<file path="src/design/sha256_pkg.sv">
// Package for the SHA-256 hash engine: command/status types, states and constants.
// Used by the controller, the datapath and the top level. No dependencies.
package sha256_pkg;

    typedef enum logic [2:0] {
        ST_IDLE,
        ST_ROUND,
        ST_FINISH,
        ST_PAD_WORD,
        ST_FILL,
        ST_LEN_HI,
        ST_LEN_LO,
        ST_OUT
    } state_t;

    // Word source for the schedule window.
    typedef enum logic [2:0] {
        SRC_INPUT,
        SRC_ONE,
        SRC_ZERO,
        SRC_LEN_HI,
        SRC_LEN_LO
    } wsrc_t;

    typedef struct packed {
        logic        place;      // write one word into the block
        wsrc_t       src;
        logic        add_len;    // add accepted bits to the length
        logic        start_blk;  // copy hash into working variables
        logic        round;      // run one round
        logic        finish_blk; // add working variables into hash
        logic        reinit;     // return to initial hash
        logic        shift_out;  // rotate digest output by one word
    } cmd_t;

    typedef struct packed {
        logic [3:0] word_count;
        logic [5:0] round_idx;
    } sts_t;

    localparam logic [31:0] INIT_HASH [8] = '{
        32'h6A09E667, 32'hBB67AE85, 32'h3C6EF372, 32'hA54FF53A,
        32'h510E527F, 32'h9B05688C, 32'h1F83D9AB, 32'h5BE0CD19};

    localparam logic [31:0] ROUND_K [64] = '{
        32'h428a2f98, 32'h71374491, 32'hb5c0fbcf, 32'he9b5dba5, 32'h3956c25b, 32'h59f111f1,
        32'h923f82a4, 32'hab1c5ed5, 32'hd807aa98, 32'h12835b01, 32'h243185be, 32'h550c7dc3,
        32'h72be5d74, 32'h80deb1fe, 32'h9bdc06a7, 32'hc19bf174, 32'he49b69c1, 32'hefbe4786,
        32'h0fc19dc6, 32'h240ca1cc, 32'h2de92c6f, 32'h4a7484aa, 32'h5cb0a9dc, 32'h76f988da,
        32'h983e5152, 32'ha831c66d, 32'hb00327c8, 32'hbf597fc7, 32'hc6e00bf3, 32'hd5a79147,
        32'h06ca6351, 32'h14292967, 32'h27b70a85, 32'h2e1b2138, 32'h4d2c6dfc, 32'h53380d13,
        32'h650a7354, 32'h766a0abb, 32'h81c2c92e, 32'h92722c85, 32'ha2bfe8a1, 32'ha81a664b,
        32'hc24b8b70, 32'hc76c51a3, 32'hd192e819, 32'hd6990624, 32'hf40e3585, 32'h106aa070,
        32'h19a4c116, 32'h1e376c08, 32'h2748774c, 32'h34b0bcb5, 32'h391c0cb3, 32'h4ed8aa4a,
        32'h5b9cca4f, 32'h682e6ff3, 32'h748f82ee, 32'h78a5636f, 32'h84c87814, 32'h8cc70208,
        32'h90befffa, 32'ha4506ceb, 32'hbef9a3f7, 32'hc67178f2};

endpackage

</file>
<file path="src/design/sha256_hash_engine_core.sv">
// Top level of the SHA-256 hash engine: controller plus datapath.
// Depends on sha256_pkg, sha256_ctrl and sha256_dp.
//
// Input stream: s_axis_tdata carries one 32-bit big-endian message word and
// s_axis_tuser the count of valid leading bits; s_axis_tlast marks the final
// word of a message. The count is looked at only on the final word.
// Output stream: m_axis_tdata carries the digest words H0 to H7 in order,
// with m_axis_tlast high on H7.
// A word is accepted in the cycle it is offered while the engine is idle. Every
// sixteenth word, counting the padding, closes a 512-bit block that the single
// round unit runs one round per cycle, then adds the result into the hash, with
// the input stalled.
// After the last word the padding and length words go in about one per cycle,
// then the last one or two blocks run and the digest is shown, one word a
// cycle while the receiver takes it; a stalled receiver holds the word.
// Reset loads the initial hash and clears all counters; no input is taken
// until the digest of the current message has been fully delivered.
module sha256_hash_engine_core
(
    input  logic        clk,
    input  logic        rst_n,
    input  logic        s_axis_tvalid,
    output logic        s_axis_tready,
    input  logic [31:0] s_axis_tdata,   // message_word
    input  logic [5:0]  s_axis_tuser,   // valid_bits
    input  logic        s_axis_tlast,   // last_of_message
    output logic        m_axis_tvalid,
    input  logic        m_axis_tready,
    output logic [31:0] m_axis_tdata,   // digest_word
    output logic        m_axis_tlast    // digest_last
);

    sha256_pkg::cmd_t cmd;
    sha256_pkg::sts_t sts;
    logic             in_full;

    sha256_ctrl u_ctrl
    (
        .clk       (clk),
        .rst_n     (rst_n),
        .in_valid  (s_axis_tvalid),
        .in_last   (s_axis_tlast),
        .in_full   (in_full),
        .out_ready (m_axis_tready),
        .sts       (sts),
        .in_ready  (s_axis_tready),
        .out_valid (m_axis_tvalid),
        .out_end   (m_axis_tlast),
        .cmd       (cmd)
    );

    sha256_dp u_dp
    (
        .clk             (clk),
        .rst_n           (rst_n),
        .message_word    (s_axis_tdata),
        .valid_bits      (s_axis_tuser),
        .last_of_message (s_axis_tlast),
        .cmd             (cmd),
        .sts             (sts),
        .in_full         (in_full),
        .digest_word     (m_axis_tdata)
    );

endmodule

</file>
<file path="src/design/sha256_ctrl.sv">
// Controller state machine for the SHA-256 engine.
// Depends on sha256_pkg for the state, command and status types.
module sha256_ctrl
(
    input  logic              clk,
    input  logic              rst_n,
    input  logic              in_valid,
    input  logic              in_last,
    input  logic              in_full,     // last word carries all 32 bits
    input  logic              out_ready,
    input  sha256_pkg::sts_t  sts,
    output logic              in_ready,
    output logic              out_valid,
    output logic              out_end,
    output sha256_pkg::cmd_t  cmd
);

    sha256_pkg::state_t state_reg, state_next;
    sha256_pkg::state_t ret_reg, ret_next;   // state to resume after a block
    logic [2:0] out_cnt_reg, out_cnt_next;

    always_ff @(posedge clk or negedge rst_n)
    begin
        if (!rst_n)
        begin
            state_reg   <= sha256_pkg::ST_IDLE;
            ret_reg     <= sha256_pkg::ST_IDLE;
            out_cnt_reg <= 3'd0;
        end
        else
        begin
            state_reg   <= state_next;
            ret_reg     <= ret_next;
            out_cnt_reg <= out_cnt_next;
        end
    end

    always_comb
    begin
        logic full_blk;
        full_blk     = (sts.word_count == 4'd15);
        state_next   = state_reg;
        ret_next     = ret_reg;
        out_cnt_next = out_cnt_reg;
        cmd          = '0;
        cmd.src      = sha256_pkg::SRC_INPUT;
        in_ready     = 1'b0;
        out_valid    = 1'b0;
        out_end      = 1'b0;
        case (state_reg)
            sha256_pkg::ST_IDLE:
            begin
                in_ready = 1'b1;
                if (in_valid)
                begin
                    cmd.place   = 1'b1;
                    cmd.add_len = 1'b1;
                    if (!in_last)
                        ret_next = sha256_pkg::ST_IDLE;
                    else if (in_full)
                        ret_next = sha256_pkg::ST_PAD_WORD;
                    else
                        ret_next = sha256_pkg::ST_FILL;
                    if (full_blk)
                    begin
                        cmd.start_blk = 1'b1;
                        state_next    = sha256_pkg::ST_ROUND;
                    end
                    else
                        state_next = ret_next;
                end
            end
            sha256_pkg::ST_ROUND:
            begin
                cmd.round = 1'b1;
                if (sts.round_idx == 6'd63)
                    state_next = sha256_pkg::ST_FINISH;
            end
            sha256_pkg::ST_FINISH:
            begin
                // The working variables now hold the result of round 63.
                cmd.finish_blk = 1'b1;
                state_next     = ret_reg;
            end
            sha256_pkg::ST_PAD_WORD,
            sha256_pkg::ST_FILL,
            sha256_pkg::ST_LEN_HI,
            sha256_pkg::ST_LEN_LO:
            begin
                cmd.place = 1'b1;
                case (state_reg)
                    sha256_pkg::ST_PAD_WORD:
                    begin
                        cmd.src  = sha256_pkg::SRC_ONE;
                        ret_next = sha256_pkg::ST_FILL;
                    end
                    sha256_pkg::ST_FILL:
                    begin
                        cmd.src = sha256_pkg::SRC_ZERO;
                        // Zeros run up to word 13. At word 15 one zero closes the block;
                        // at word 14 no zero is needed and the length follows directly.
                        if (sts.word_count == 4'd14)
                        begin
                            cmd.place = 1'b0;
                            ret_next  = sha256_pkg::ST_LEN_HI;
                        end
                        else
                            ret_next = (sts.word_count == 4'd13) ? sha256_pkg::ST_LEN_HI
                                                                 : sha256_pkg::ST_FILL;
                    end
                    sha256_pkg::ST_LEN_HI:
                    begin
                        cmd.src  = sha256_pkg::SRC_LEN_HI;
                        ret_next = sha256_pkg::ST_LEN_LO;
                    end
                    default:
                    begin
                        cmd.src  = sha256_pkg::SRC_LEN_LO;
                        ret_next = sha256_pkg::ST_OUT;
                    end
                endcase
                if (full_blk)
                begin
                    cmd.start_blk = 1'b1;
                    state_next    = sha256_pkg::ST_ROUND;
                end
                else
                    state_next = ret_next;
            end
            sha256_pkg::ST_OUT:
            begin
                out_valid = 1'b1;
                out_end   = (out_cnt_reg == 3'd7);
                if (out_ready)
                begin
                    cmd.shift_out = 1'b1;
                    out_cnt_next  = out_cnt_reg + 3'd1;
                    if (out_cnt_reg == 3'd7)
                    begin
                        cmd.reinit = 1'b1;
                        state_next = sha256_pkg::ST_IDLE;
                    end
                end
            end
            default:
                state_next = sha256_pkg::ST_IDLE;
        endcase
    end

endmodule

</file>
<file path="src/design/sha256_dp.sv">
// Datapath of the SHA-256 engine: schedule window, round logic, hash and length.
// Depends on sha256_pkg for commands, status and constants.
module sha256_dp
(
    input  logic              clk,
    input  logic              rst_n,
    input  logic [31:0]       message_word,
    input  logic [5:0]        valid_bits,
    input  logic              last_of_message,
    input  sha256_pkg::cmd_t  cmd,
    output sha256_pkg::sts_t  sts,
    output logic              in_full,
    output logic [31:0]       digest_word
);

    logic [31:0] win_reg [16];
    logic [31:0] hash_reg [8];
    logic [31:0] var_reg [8];
    logic [3:0]  wcnt_reg;
    logic [5:0]  rnd_reg;
    logic [63:0] len_reg;

    logic [5:0]  vb;
    logic [31:0] keep, in_word, place_word, w_cur, s0, s1, w_new;
    logic [31:0] t1, t2, a, e;

    function automatic logic [31:0] rotr(input logic [31:0] x, input int n);
        return (x >> n) | (x << (32 - n));
    endfunction

    assign vb      = (!last_of_message || valid_bits > 6'd32) ? 6'd32 : valid_bits;
    assign in_full = (vb == 6'd32);
    assign keep    = (vb == 6'd0) ? 32'd0 : (32'hFFFF_FFFF << (6'd32 - vb));
    // A short last word carries its padding 1 bit right after the valid bits.
    assign in_word = in_full ? message_word
                             : ((message_word & keep) | (32'h8000_0000 >> vb));

    always_comb
    begin
        case (cmd.src)
            sha256_pkg::SRC_INPUT:  place_word = in_word;
            sha256_pkg::SRC_ONE:    place_word = 32'h8000_0000;
            sha256_pkg::SRC_LEN_HI: place_word = len_reg[63:32];
            sha256_pkg::SRC_LEN_LO: place_word = len_reg[31:0];
            default:                place_word = 32'd0;
        endcase
    end

    // The window is kept as a shift line: entry 0 is the oldest word.
    assign s0    = rotr(win_reg[1], 7) ^ rotr(win_reg[1], 18) ^ (win_reg[1] >> 3);
    assign s1    = rotr(win_reg[14], 17) ^ rotr(win_reg[14], 19) ^ (win_reg[14] >> 10);
    assign w_new = s1 + win_reg[9] + s0 + win_reg[0];
    assign w_cur = win_reg[0];

    assign a  = var_reg[0];
    assign e  = var_reg[4];
    assign t1 = var_reg[7] + (rotr(e, 6) ^ rotr(e, 11) ^ rotr(e, 25))
              + ((e & var_reg[5]) ^ (~e & var_reg[6]))
              + sha256_pkg::ROUND_K[rnd_reg] + w_cur;
    assign t2 = (rotr(a, 2) ^ rotr(a, 13) ^ rotr(a, 22))
              + ((a & var_reg[1]) ^ (a & var_reg[2]) ^ (var_reg[1] & var_reg[2]));

    always_ff @(posedge clk)
    begin
        if (cmd.place)
            win_reg[wcnt_reg] <= place_word;
        else if (cmd.round)
        begin
            for (int i = 0; i < 15; i++)
                win_reg[i] <= win_reg[i + 1];
            win_reg[15] <= w_new;
        end
    end

    always_ff @(posedge clk or negedge rst_n)
    begin
        if (!rst_n)
        begin
            hash_reg <= sha256_pkg::INIT_HASH;
            var_reg  <= sha256_pkg::INIT_HASH;
            wcnt_reg <= 4'd0;
            rnd_reg  <= 6'd0;
            len_reg  <= 64'd0;
        end
        else
        begin
            if (cmd.place)
                wcnt_reg <= wcnt_reg + 4'd1;
            if (cmd.add_len)
                len_reg <= len_reg + {58'd0, vb};
            if (cmd.start_blk)
                var_reg <= hash_reg;
            if (cmd.round)
            begin
                rnd_reg <= rnd_reg + 6'd1;
                for (int i = 7; i > 0; i--)
                    var_reg[i] <= var_reg[i - 1];
                var_reg[4] <= var_reg[3] + t1;
                var_reg[0] <= t1 + t2;
            end
            if (cmd.finish_blk)
                for (int i = 0; i < 8; i++)
                    hash_reg[i] <= hash_reg[i] + var_reg[i];
            if (cmd.shift_out)
            begin
                for (int i = 0; i < 7; i++)
                    hash_reg[i] <= hash_reg[i + 1];
                hash_reg[7] <= hash_reg[0];
            end
            if (cmd.reinit)
            begin
                hash_reg <= sha256_pkg::INIT_HASH;
                var_reg  <= sha256_pkg::INIT_HASH;
                len_reg  <= 64'd0;
            end
        end
    end

    assign digest_word    = hash_reg[0];
    assign sts.word_count = wcnt_reg;
    assign sts.round_idx  = rnd_reg;

endmodule

</file>
<file path="config.mk">
export PLATFORM = sky130hd
export DESIGN_NAME = sha256_hash_engine_core
export DESIGN_NICKNAME = d
export VERILOG_FILES = /design/src/design/sha256_pkg.sv /design/src/design/sha256_hash_engine_core.sv /design/src/design/sha256_ctrl.sv /design/src/design/sha256_dp.sv
export SDC_FILE = /design/constraint.sdc
export NUM_CORES = 2
export LEC_CHECK = 0
export ABC_AREA = 1
export BUFFER_PORTS_ARGS = -buffer_cell sky130_fd_sc_hd__buf_4
export CAP_MARGIN = 20
export CORE_UTILIZATION = 30
export DETAILED_ROUTE_END_ITERATION = 6
export GPL_TIMING_DRIVEN = 0
export PLACE_DENSITY = 0.47
export SLEW_MARGIN = 20
export SYNTH_ARGS = -nofsm -noshare
export SYNTH_HDL_FRONTEND = slang
export SYNTH_SLANG_ARGS = --single-unit
</file>
<file path="constraint.sdc">
create_clock -name clk -period 9.4 [get_ports clk]
set_input_delay 1.88 -clock clk [delete_from_list [all_inputs] [get_ports clk]]
set_output_delay 1.88 -clock clk [all_outputs]
set_load 0.02 [all_outputs]
</file>
# Word level (Yosys, flattened, before mapping)
# Memory sizes are Yosys's and may differ from the RTL's.
# Cells that the tools add are included.
[word_totals]
elab_cells = 169
ramBits = 512
mem_count = 2
reg_bits = 595
romBits = 2048
out_inout_bits = 35
[op_classes]
n_eq_ne = 20
mux = 54
shift = 2
n_bitwise = 30
magnitude_cmp = 2
addsub = 23
reduce_logical = 14
[memory_table]
columns = ["memory", "words", "width", "rd", "rd_ports_with_merged_regs", "write_ports", "line_no", "rtl"]
rows = [
  ["(name not given)", 64, 32, 1, 0, 0, "sha256_dp.sv:59", "+ sha256_pkg::ROUND_K[rnd_reg] + w_cur;"],
  ["u_dp.win_reg", 16, 32, 16, 0, 16, "sha256_dp.sv:16", "logic [31:0] win_reg [16];"],
]
[ops]
columns = ["op", "n"]
rows = [
  ["$mux 256", 6],
  ["$add 32x32->32", 18],
  ["$xor 32x32->32", 9],
  ["$and 32x32->32", 6],
  ["$mux 32", 5],
  ["$mux 64", 2],
  ["$pmux 32 s4", 1],
  ["$add 64x6->64", 1],
  ["$mux 3", 11],
  ["$not 32->32", 1],
  ["$or 10x32->32", 1],
  ["$or 13x32->32", 1],
  ["$or 14x32->32", 1],
  ["$or 15x32->32", 1],
  ["$or 19x32->32", 1],
  ["$or 21x32->32", 1],
  ["$or 25x32->32", 1],
  ["$or 26x32->32", 1],
  ["$or 30x32->32", 1],
  ["$or 32x32->32", 1],
  ["$or 7x32->32", 1],
  ["$reduce_or 32->1", 1],
  ["$shl 32x6->32 const A", 1],
  ["$shr 32x6->32 const A", 1],
  ["other kinds (33)", 71],
]

# Logic depth before layout (Yosys ltp)
[logic_depth]
ltp_word = 11
mapped_depth = 46

# Cells and area by module
# Synthesis repeated with hierarchy kept, for this count alone.
[unflattened]
cells_unflattened = 10696
hier_area_um2 = 82061.2
[modules_own_cells]
columns = ["mod", "instances", "cells_each", "area_per_inst_um2"]
rows = [
  ["sha256_dp", 1, 10586, 81348.0],
  ["sha256_ctrl", 1, 110, 713.2],
]

# Worst setup path before layout
# No wires, ideal clock.
[synth_timing]
kind = "register to register"
startpoint = "register u_dp.rnd_reg[1]"
endpoint = "register u_dp.var_reg, in the netlist u_dp.a[31]"
arrival_ps = 6797
path_slack_ps = 2486
path_buffers = 1
path_stages_with_launch = 40
path_cell_list = "dfrtp_1 clkbuf_1 inv_1 ha_1 nand2_1 inv_1 nor2_1 nand2_1 a21oi_1 nor3_1 a31oi_1 fa_1 fa_1 fa_1 inv_1 ha_1 inv_1 fa_1 [4 not listed] nand2_1 a21oi_1 o21ai_0 a21oi_1 xnor2_1 fa_1 ha_1 nand2_1 nor4_1 nand2_1 nand2_1 nand2_1 nand2_1 inv_1 nand2_1 nand3_1 nand2_1 nand2_1"
[synth_between]
elab_chain_len = 9
[synth_rtl]
columns = ["element", "line_no", "rtl"]
rows = [
  ["from (decl)", "sha256_dp.sv:20", "logic [5:0] rnd_reg;"],
  ["from (signal assigned)", "sha256_dp.sv:95", "rnd_reg <= rnd_reg + 6'd1;"],
  ["$not 6->7 (implied by the code)", "sha256_dp.sv:59", ""],
  ["$mem_v2 64x32", "--", ""],
  ["$mux 32 (implied by the code) (2 in a row)", "sha256_dp.sv:59", ""],
  ["$add 32x32->32 (2 in a row)", "sha256_dp.sv:59", ""],
  ["$add 32x32->32", "sha256_dp.sv:99", "var_reg[0] <= t1 + t2;"],
  ["$mux 256", "sha256_dp.sv:93", "if (cmd.round)"],
  ["$mux 256", "sha256_dp.sv:110", "if (cmd.reinit)"],
  ["to (signal assigned)", "sha256_dp.sv:92", "var_reg <= hash_reg;"],
  ["to (signal, indexed assignment)", "sha256_dp.sv:97", "var_reg[i] <= var_reg[i - 1];"],
  ["to (signal assigned)", "sha256_dp.sv:113", "var_reg <= sha256_pkg::INIT_HASH;"],
  ["to (decl)", "sha256_dp.sv:18", "logic [31:0] var_reg [8];"],
]
# No other way between the ends. The select of a mux whose other input is x is not followed.
# A chain may end at the register's enable or synchronous reset.

# Worst setup path in the final report
[layout_timing]
startpoint = "register u_dp.rnd_reg[0]"
endpoint = "register u_dp.var_reg, in the netlist u_dp.a[26]"
# Same word-level chain as after synthesis.

==> results.md <==
- DRC: 0
- Period utilisation layout: 0.987
- Die ar.: 280,000 sq um
- Routed WL: 517 mm
- Cells on worst reg2reg path: 34
- Via density per instance: 5.56
- Crit path max-delay cell type: fa_1
- Worst-Margin Slew: 1.32 ns
- Min-delay src: u_ctrl.out_cnt_reg[2]
- Slowest stage delay, CP: 0.63 ns
- DRT antenna net count: 0
- Critical path arrival: 9.97 ns
- Async set-or-reset flop fraction in the synthesized netlist: 0.537
- CP Capture Point: u_dp.a[26]
- Register area share after synthesis: 0.367
- Seq cells post-synth: approximately 1,100
- Clk slew on worst S/H paths: 0.07 ns
- Worst setup margin: 0.122 ns
- Max-slew violations: 0
- Vias in the first global route: between 80,000 and 90,000
- Total grt overflow: 0
- Met1 WL: 209 mm
- Most common flop cell mapped by yosys: edfxtp_1
- Hold_ws: slightly below 0.5 ns
- Setup TNS: 0 ns
- Root buffer cell: clkbuf_16
- Synth unique cells: between 60 and 70
- Met3 wire length: about 36 mm
- CP startpoint: u_dp.rnd_reg[0]
- Largest net degree at the start of global routing: 90
- Min Tclk post-route: 9.28 ns
- RSZ-0062 raised after global routing: false
- Max-cap violations: 0
- Status: complete, no violations
- # rows: just under 200
- First-pass GRT wire length: approximately 700 mm
- Synthesized cell area: 83,300 sq um
- Crit Path Category: register to register
- Initial DRC Count: 9,692
- Via count: between 80,000 and 90,000
- Port-buffer cells: 77
- Final Hold Viols: 0
- Slew Limit Headroom: 0.120
- Gpl congestion: 1.07
- HP Class: register to register
- Initial antenna violation count: 36
- Final nets: 12,100
- Routed len/inst: 33.9 microns
- Peak fanout along the critical path: 7
- WP buf/inv: 8
- CTS buffer count: about 150
- Initial core utilization: 0.302
- Sink Count: 1,107
- Delay-heaviest family, CP: adder cells
- Pre-CTS setup slack: -1.74 ns
- Die H: 529 microns
- Setup violations, final: 0
- Gate Count Post-Synth: 11,100
- First-pass DRT Iterations: 7
- Max reg flops: ~510
- RR Startpoint: u_dp.rnd_reg[0]
- Worst hold stages: 2
- CP Capture Type: register
- Total GRT Usage: 0.363
- Clk Latency, worst-skew pair: about 0.88 ns
- Avg Cell Area, Syn: 7.48 sq um
- Reg-to-reg slack, setup: 0.12 ns
- Warnings, synthesis: 0
- Post-synth EDFFs: 512
- Peak Freq: 108 MHz
- CORE AREA: roughly 280,000 sq um
- Syn Nets: around 12,000
- Fill count: 29,800
- Final Skew: 0.0636 ns
- Most frequent CP cell: nand2_1
- Met2 wire len: 235 mm
- Max layer used: met5
- Die span in x: 529 microns
- CTS tree: done
- Worst R2R End: u_dp.a[26]
- Final HPWL DP: 430 mm
- Max Root-Sink Buffers: 4
- Layout cells sized above 1: 0.0881
- Worst Path Required: 10.09 ns
- Crit start category: register
- Levels on crit path: 34
- H-tree Lvls: 4
- # IOs: 78
- Area grow syn2layout: 15.0%
==> cells by family (layout without fill, tap and decap cells) <==
family / Yosys count / after routing / synth area share
and+or+nand+nor: 4803 / 4803 / 0.236
other: 0 / 11 / 0
DFF: 1107 / 1107 / 0.367
adders and majority gates: 609 / 609 / 0.109
xor gates and xnor gates: 374 / 374 / 0.0394
buffers and inverters: 1739 / 2166 / 0.0811
AOI/OAI and AO/OA: 2495 / 2495 / 0.166
muxes: 9 / 9 / 0.00108
==> how the worst min path moves through the flow <==
stage	end	slack (ns)
after floorplan	u_ctrl.out_cnt_reg[1]	0.45
after global placement	u_ctrl.out_cnt_reg[0]	0.46
after detailed placement	u_ctrl.out_cnt_reg[1]	0.48
after CTS	u_ctrl.out_cnt_reg[1]	0.50
after global routing	u_ctrl.out_cnt_reg[0]	0.52
final	u_ctrl.out_cnt_reg[2]	0.49
==> per-layer routing <==
layer  up-vias  GRT usage
met5         -          0
met4        16      0.220
met3      1011     0.0568
met2      3994      0.587
met1     42200      0.452
li1      37700          -
==> cells in the mapped netlist (all sizes together), types with 196 or more instances <==
cell,count,share of area
edfxtp,512,0.18
dfrtp,323,0.097
fa,196,0.047
o21ai,932,0.056
a21oi,987,0.059
nor2,897,0.041
nand3,546,0.033
xor2,222,0.023
dfstp,272,0.086
nand2,2964,0.13
ha,412,0.062
inv,1277,0.058
clkbuf,307,0.014
==> worst register-to-register path: cells and delay by family, from the launching register on <==
family / cells / cell delay [ns]
flops: 1 / 0.46
xor+xnor: 1 / 0.58
buf+inv: 8 / 1.29
simple gates: 12 / 1.49
fa+ha+maj: 8 / 3.55
compound gates: 5 / 1.75
==> layout make-up <==
class,count,area (sq um),share of cell area
Clock inverter,78,942,0.00983
Antenna cell,11,27.5,0.000287
Timing Repair Buffer,157,2030,0.0211
Multi-Input combinational cell,8290,46600,0.486
Buffer,454,2060,0.0215
Sequential cell,1107,30600,0.319
Tap cell,3705,4640,0.0484
Inverter,1282,4830,0.0504
Clock buffer,195,4090,0.0427
==> layout by cell type (no fill, tap or decap), types with 18 or more instances in the layout <==
cell type / n
bufinv_16: 18
o22ai_1: 99
clkbuf_16: 154
o21bai_1: 56
buf_4: 120
buf_2: 86
clkbuf_2: 75
xor2_1: 207
a21boi_0: 29
inv_1: 1260
edfxtp_1: 512
xnor2_1: 145
clkinv_1: 23
nand4_1: 146
nor2_1: 882
a31oi_1: 42
buf_16: 24
nor3_1: 136
nand3_1: 545
o21ai_1: 26
dfstp_2: 272
clkbuf_1: 260
ha_1: 410
or2_2: 54
o21ai_0: 891
nand3b_1: 29
a21o_1: 54
dfrtp_1: 320
a21oi_1: 978
o211ai_1: 50
buf_1: 28
o21a_1: 39
a22oi_1: 118
nand2_1: 2955
fa_1: 196
==> per-stage QoR <==
stage          cell area, sq um   util  std cells
3_3_place_gp              88500  0.320      14900
4_1_cts                   95600  0.346      15300
5_1_grt                   95800  0.347      15300
6_report                  95800  0.347      15300
3_5_place_dp              90200  0.327      15000
2_1_floorplan             83300      -      11100
==> what timing repair did <==
| action | CTS | global route |
|---|---|---|
| endpoints found under the setup margin | 50 | 17 |
| hold buffers | 0 | 0 |
| resized for setup | 59 | 40 |
| pin swaps | 6 | 2 |
| setup buffers | 11 | 4 |
Power is left out: the tool's default activity adds up to more than one toggle a clock period on the data nets, which glitch-free logic cannot reach.
